--- config.mk ---
export PLATFORM = sky130hd
export DESIGN_NAME = gha_ctrl
export DESIGN_NICKNAME = d
export VERILOG_FILES = /design/src/rtl/core/generational_handle_allocator_unit_macros.svh /design/src/rtl/core/gha_pkg.sv /design/src/rtl/core/gha_ctrl.sv
export SDC_FILE = /design/constraint.sdc
export NUM_CORES = 1
export LEC_CHECK = 0
export BUFFER_PORTS_ARGS = -buffer_cell sky130_fd_sc_hd__buf_2
export CORE_AREA = 2 2 39 41
export DETAILED_ROUTE_END_ITERATION = 12
export DIE_AREA = 0 0 41 43
export HOLD_SLACK_MARGIN = 0.12
export RECOVER_POWER = 25
export SLEW_MARGIN = 20
export SYNTH_ARGS = -nofsm -noshare
export SYNTH_HDL_FRONTEND = slang
export SYNTH_SLANG_ARGS = --single-unit
--- constraint.sdc ---
create_clock -name clk_i -period 2.02 [get_ports clk_i]
set_input_delay 0.202 -clock clk_i [delete_from_list [all_inputs] [get_ports clk_i]]
set_output_delay 0.202 -clock clk_i [all_outputs]
set_load 0.1 [all_outputs]
--- src/rtl/core/generational_handle_allocator_unit_macros.svh ---
// Assertion macros for the handle allocator.
// Both macros sample on clk_i and are disabled while rst_ni is low.
`ifndef GENERATIONAL_HANDLE_ALLOCATOR_UNIT_MACROS_SVH
`define GENERATIONAL_HANDLE_ALLOCATOR_UNIT_MACROS_SVH

`ifndef SYNTHESIS

`define GHAU_ASSERT(lbl, prop) \
  lbl: assert property (@(posedge clk_i) disable iff (!rst_ni) (prop)) \
    else $error("handle allocator assertion failed");

`define GHAU_ASSERT_IMP(lbl, ante, cons) \
  lbl: assert property (@(posedge clk_i) disable iff (!rst_ni) (ante) |-> (cons)) \
    else $error("handle allocator implication failed");

`else

`define GHAU_ASSERT(lbl, prop)

`define GHAU_ASSERT_IMP(lbl, ante, cons)

`endif

`endif

--- src/rtl/core/gha_pkg.sv ---
package gha_pkg;

  localparam int MaxIds = 1024;
  localparam int IdW    = $clog2(MaxIds);
  localparam int CntW   = IdW + 1;
  localparam int VerW   = 16;
  localparam int OpW    = 2;
  localparam int StW    = 2;
  localparam int DataW  = ((IdW + VerW + 7) / 8) * 8;

  localparam logic [CntW-1:0] MaxCount = CntW'(MaxIds);
  localparam logic [CntW-1:0] CntOne   = CntW'(1);

  typedef enum logic [OpW-1:0] {
    OP_ALLOC    = 2'd0,
    OP_FREE     = 2'd1,
    OP_VALIDATE = 2'd2
  } op_e;

  typedef enum logic [StW-1:0] {
    ST_OK    = 2'd0,
    ST_BAD   = 2'd1,
    ST_EMPTY = 2'd2
  } status_e;

  // Which result the datapath forms when the controller loads the output
  typedef enum logic [2:0] {
    RES_BAD   = 3'd0,
    RES_EMPTY = 3'd1,
    RES_FRESH = 3'd2,
    RES_POP   = 3'd3,
    RES_CHECK = 3'd4
  } res_e;

  typedef struct packed {
    logic capture;
    logic stack_rd;
    logic ver_rd_pop;
    logic ver_rd_id;
    logic res_load;
    res_e res_sel;
  } cmd_t;

  typedef struct packed {
    logic [OpW-1:0] op;
    logic           stack_empty;
    logic           fresh_avail;
    logic           issued;
    logic           out_free;
  } stat_t;

endpackage

--- src/rtl/core/gha_ctrl.sv ---
module gha_ctrl (
  input  logic           clk_i,
  input  logic           rst_ni,
  input  logic           in_valid_i,
  output logic           in_ready_o,
  input  gha_pkg::stat_t stat_i,
  output gha_pkg::cmd_t  cmd_o
);

  typedef enum logic [3:0] {
    S_IDLE = 4'b0001,
    S_DEC  = 4'b0010,
    S_STK  = 4'b0100,
    S_RES  = 4'b1000
  } state_e;

  state_e          state_q, state_d;
  gha_pkg::res_e   res_sel_q, res_sel_d;

  always_comb begin
    state_d       = state_q;
    res_sel_d     = res_sel_q;
    cmd_o         = '0;
    cmd_o.res_sel = res_sel_q;
    in_ready_o    = (state_q == S_IDLE);
    case (state_q)
      S_IDLE: begin
        if (in_valid_i) begin
          cmd_o.capture = 1'b1;
          state_d       = S_DEC;
        end
      end
      S_DEC: begin
        state_d   = S_RES;
        res_sel_d = gha_pkg::RES_BAD;
        case (stat_i.op)
          gha_pkg::OP_ALLOC: begin
            if (!stat_i.stack_empty) begin
              cmd_o.stack_rd = 1'b1;
              res_sel_d      = gha_pkg::RES_POP;
              state_d        = S_STK;
            end else if (stat_i.fresh_avail) begin
              res_sel_d = gha_pkg::RES_FRESH;
            end else begin
              res_sel_d = gha_pkg::RES_EMPTY;
            end
          end
          gha_pkg::OP_FREE, gha_pkg::OP_VALIDATE: begin
            if (stat_i.issued) begin
              cmd_o.ver_rd_id = 1'b1;
              res_sel_d       = gha_pkg::RES_CHECK;
            end
          end
          default: begin
          end
        endcase
      end
      S_STK: begin
        // popped id is on the stack read port; fetch its version
        cmd_o.ver_rd_pop = 1'b1;
        state_d          = S_RES;
      end
      S_RES: begin
        if (stat_i.out_free) begin
          cmd_o.res_load = 1'b1;
          state_d        = S_IDLE;
        end
      end
      default: begin
        state_d = S_IDLE;
      end
    endcase
  end

  always_ff @(posedge clk_i or negedge rst_ni) begin
    if (!rst_ni) begin
      state_q   <= S_IDLE;
      res_sel_q <= gha_pkg::RES_BAD;
    end else begin
      state_q   <= state_d;
      res_sel_q <= res_sel_d;
    end
  end

endmodule
# Word level (Yosys, flattened, before mapping)
# Cells that the tools add are included.
[classes]
eq_ne = 8
muxes = 20
reduce_logical = 3
[ops]
columns = ["cell", "count"]
rows = [
  ["$mux W4", 4],
  ["$pmux W4 S4", 1],
  ["$mux W1", 11],
  ["$pmux W3 S2", 1],
  ["$eq A4 B1 Y1 const B", 1],
  ["$eq A4 B2 Y1 const B", 1],
  ["$eq A4 B3 Y1 const B", 1],
  ["$eq A4 B4 Y1 const B", 1],
  ["$mux W2", 2],
  ["$ne A2 B2 Y1 const B", 2],
  ["$mux W3", 1],
  ["$eq A2 B1 Y1 const B", 1],
  ["$eq A2 B2 Y1 const B", 1],
  ["$logic_not A2 Y1", 1],
  ["$reduce_and A2 Y1", 1],
  ["$reduce_or A2 Y1", 1],
]
[totals]
out_inout_bits = 9
word_cells = 33
ff_bits = 7
inputBits = 9

# Longest topological paths before layout
[logic_depth]
word_depth = 4
depth_mapped = 5
depth_no_buf = 5

# Worst setup path before layout
# Ideal clock, no wire load.
[synth_path]
path_kind = "register to output"
from = "reg state_q[0]"
to = "out cmd_o[7] in the netlist's numbering"
path_slack_ps = -3014
path_stages_with_launch = 4
arrival_time_ps = 4832
n_path_buf = 0
required_ps = 1818
cell_sequence = "dfstp_2 > nor4b_1 > nand2_1 > inv_1"
[synth_rtl]
columns = ["element", "line_no", "rtl"]
rows = [
  ["from (decl)", "gha_ctrl.sv:17", "state_e state_q, state_d;"],
  ["from (signal assigned)", "gha_ctrl.sv:80", "state_q <= state_d;"],
  ["to (decl)", "gha_ctrl.sv:7", "output gha_pkg::cmd_t cmd_o"],
]

==> key figures <==
Route
  – Via count of the routed design: approximately 350
  – Via-to-Cell Ratio: between 4 and 5
  – Number of detailed-route iterations in the first pass: 4
  – Number of violations reported at the end of detailed-routing iteration 0: 3
  – Routed wirelength normalized by instance count: 10.0 µm
  – Remaining antenna violation count after routing: 0
  – Routed wire length: 800 µm
  – Remaining routing DRC violations: 0

Power and ir drop
  – Peak supply drop: 0.603 mV
  – Overall power consumption: 0.938 mW
  – Power density relative to cell area: approximately 1600 mW/mm²
  – Leakage: around 0.3 nW

Run status
  – Status: finished, final reports clean

Floorplan
  – Number of standard-cell rows in the floorplan: 14
  – Starting Density: 28.2%
  – Overall die area: about 0.0018 mm²
  – Total core area: 0.00138 mm²
  – Number of ports placed on the die boundary: 18
  – Height of the chip: approximately 43 µm
  – Die width: 41 µm

Timing
  – Final-report max-slew violation count: 0
  – Clock period minus worst slack: ~1.9 ns
  – F_max: between 500 and 600 MHz
  – Hold slack final: about 0.21 ns
  – Worst clock skew: about 0.00033 ns
  – Count of endpoints failing hold in the final timing report: 0
  – Count of endpoints failing setup in the final report: 0
  – Rel. slew slack: 67.7%
  – Final worst path period share: 93.0%
  – Unrepaired setup endpoints after global routing: false
  – Slew of the pin with the lowest slew margin: approximately 0.5 ns

Logic synthesis
  – EDFF count, synth: 0
  – Share of flip-flops with an asynchronous set or reset after synthesis: 100%
  – Fraction of the yosys area taken by sequential cells: between 40 and 50%
  – Distinct cells, synth: 19
  – Seq cells post-synth: 7
  – Synth warn: 0
  – Post-synth net total: 53
  – Instance count of the mapped netlist: 42
  – Cell area after synthesis: roughly 400 µm²
  – Flip-flop cell with the highest count after synthesis: dfrtp_1
  – Syn Area/Cell: between 9 and 10 µm²

Worst setup path
  – CP Launch Type: register
  – WS Path Type: register to output pin
  – Arrival time of data at the critical path endpoint: about 1.7 ns
  – Endpoint type of the worst setup path: output pin
  – Data required time at the worst endpoint: 1.82 ns
  – R2r endpoint: res_sel_q[2]
  – Worst R2R Path Depth: 2
  – FF-to-FF Start: state_q[3]
  – CP max FO: 6
  – Register-to-register setup slack: approximately 0.62 ns

Global routing
  – Number of antenna violations at the first check in global routing: 0
  – Maximum number of pins on one net before global-route repair: 11
  – Vias in the first global route: 358
  – Residual overflow from global routing: 0
  – First-pass GRT wire length: 1.40 mm
  – Total track usage: 12.2%

Placed design
  – Port Buffer Count: 17
  – Placer congestion estimate: about 0.62
  – HPWL after detailed placement: between 600 and 700 µm

Finish
  – Layout cell share with drive strength beyond 1: 43.8%
  – Final core utilization: a little over two fifths
  – Final Net Count: 76
  – ANT cells: 0
  – Synthesis-to-layout area growth: 53.8%

Hold path
  – Hold Startpoint: in_valid_i
  – Destination of the worst hold path: state_q[1]
  – Number of cells traversed by the worst hold path: 3
  – Type of the worst min-delay path: input pin to register

Clock tree
  – Clock tree sinks: 7
  – Number of buffers between clock root and the deepest sink: 2
  – Maximum level of the CTS H-tree: 1
  – TritonCTS clock tree: built
  – Post-CTS clock slew at the launch and capture registers of the worst setup and hold paths: about 0.050 ns
  – Worst-skew pair later-pin latency: 0.24 ns
  – Number of CTS-inserted buffers: 3
  – Clock tree root buffer cell: clkbuf_4

Flow run
  – # Max-Cap Violations: 0
-- registers in the layout, indices dropped and copies added (netlist names) --
name / cells
state_q: 4
res_sel_q: 3
-- worst max path at each step --
stage / start / depth (start not counted) / to
2_1_floorplan: state_q[0] / 3 / cmd_o[7]
3_3_place_gp: state_q[3] / 3 / cmd_o[4]
3_5_place_dp: state_q[3] / 3 / cmd_o[4]
4_1_cts: state_q[0] / 4 / cmd_o[7]
5_1_grt: state_q[0] / 4 / cmd_o[7]
6_report: state_q[0] / 4 / cmd_o[7]
-- synth_stat cells (all sizes together), types with 2 or more instances --
master | instances | area, µm²
nor2 | 4 | 15.0
nand2b | 3 | 18.8
dfrtp | 6 | 150
nand3b | 2 | 15.0
ha | 2 | 25.0
nor3 | 2 | 10.0
inv | 4 | 15.0
nand2 | 7 | 26.3
o21ai | 2 | 10.0
-- critical path: stages, from the launching register on --
cell and delay (ns):
dfstp_2 0.59, nor4b_4 0.22, nand2_1 0.14, inv_1 0.07
buf_2 0.41
-- layout make-up --
cell class / count / area [µm²]
sequential: 7 / 176
tap: 16 / 20.0
timing repair buffer: 19 / 131
multi-input combinational: 30 / 231
fill: 148 / 783
clock buffer: 4 / 26.3
inverter: 4 / 15.0
-- cell families after synthesis --
logic type	synth area share (%)
AND/OR/NAND/NOR	30.1
flip-flops	45.2
AO/OA/AOI/OAI	11.5
buffers and inverters	6.73
adder cells (fa/ha/maj)	6.41
-- layer usage --
metal  up-vias  GRT usage [%]  routed length (µm)
li1        183              -                   -
met5         -              0                   0
met4         0           10.0                   0
met3         0           3.14                  50
met2        13           17.5                 400
met1       150           14.4                 349
-- repair_timing --
item / 4_1_cts / 5_1_grt
hold buffers: 1 / 0
setup buffers: 0 / 0
resized for setup: 1 / 0
hold endpoints to repair: 7 / 0
setup endpoints to repair: 2 / 0
-- report_power, final --
part | switching, mW | internal [mW] | total (mW)
logic | 0.451 | 0.126 | 0.578
clock network | 0.0500 | 0.0753 | 0.125
registers | 0.0433 | 0.192 | 0.236
-- layout by cell type, fill, tap and decap left out, types with 2 or more instances in the layout --
| cell type | n |
|---|---|
| buf_2 | 14 |
| nand2_1 | 7 |
| dfrtp_1 | 6 |
| inv_1 | 4 |
| nand2b_1 | 3 |
| clkbuf_4 | 3 |
| nor3_2 | 2 |
| nor2_4 | 2 |
| nand3b_1 | 2 |
| o21ai_0 | 2 |
| nor2_1 | 2 |
| ha_1 | 2 |
| clkbuf_1 | 2 |
| buf_12 | 2 |
-- stage by stage --
stage	setup TNS, ns	area (µm²)	setup WS, ns	instances
2_1_floorplan	-0.728	430	-0.677	42
3_3_place_gp	0	562	0.239	75
3_5_place_dp	0	562	0.235	75
4_1_cts	0	602	0.116	80
5_1_grt	0	601	0.0400	80
6_report	0	601	0.141	80
Note: power is estimated with default switching activity, not from simulation.
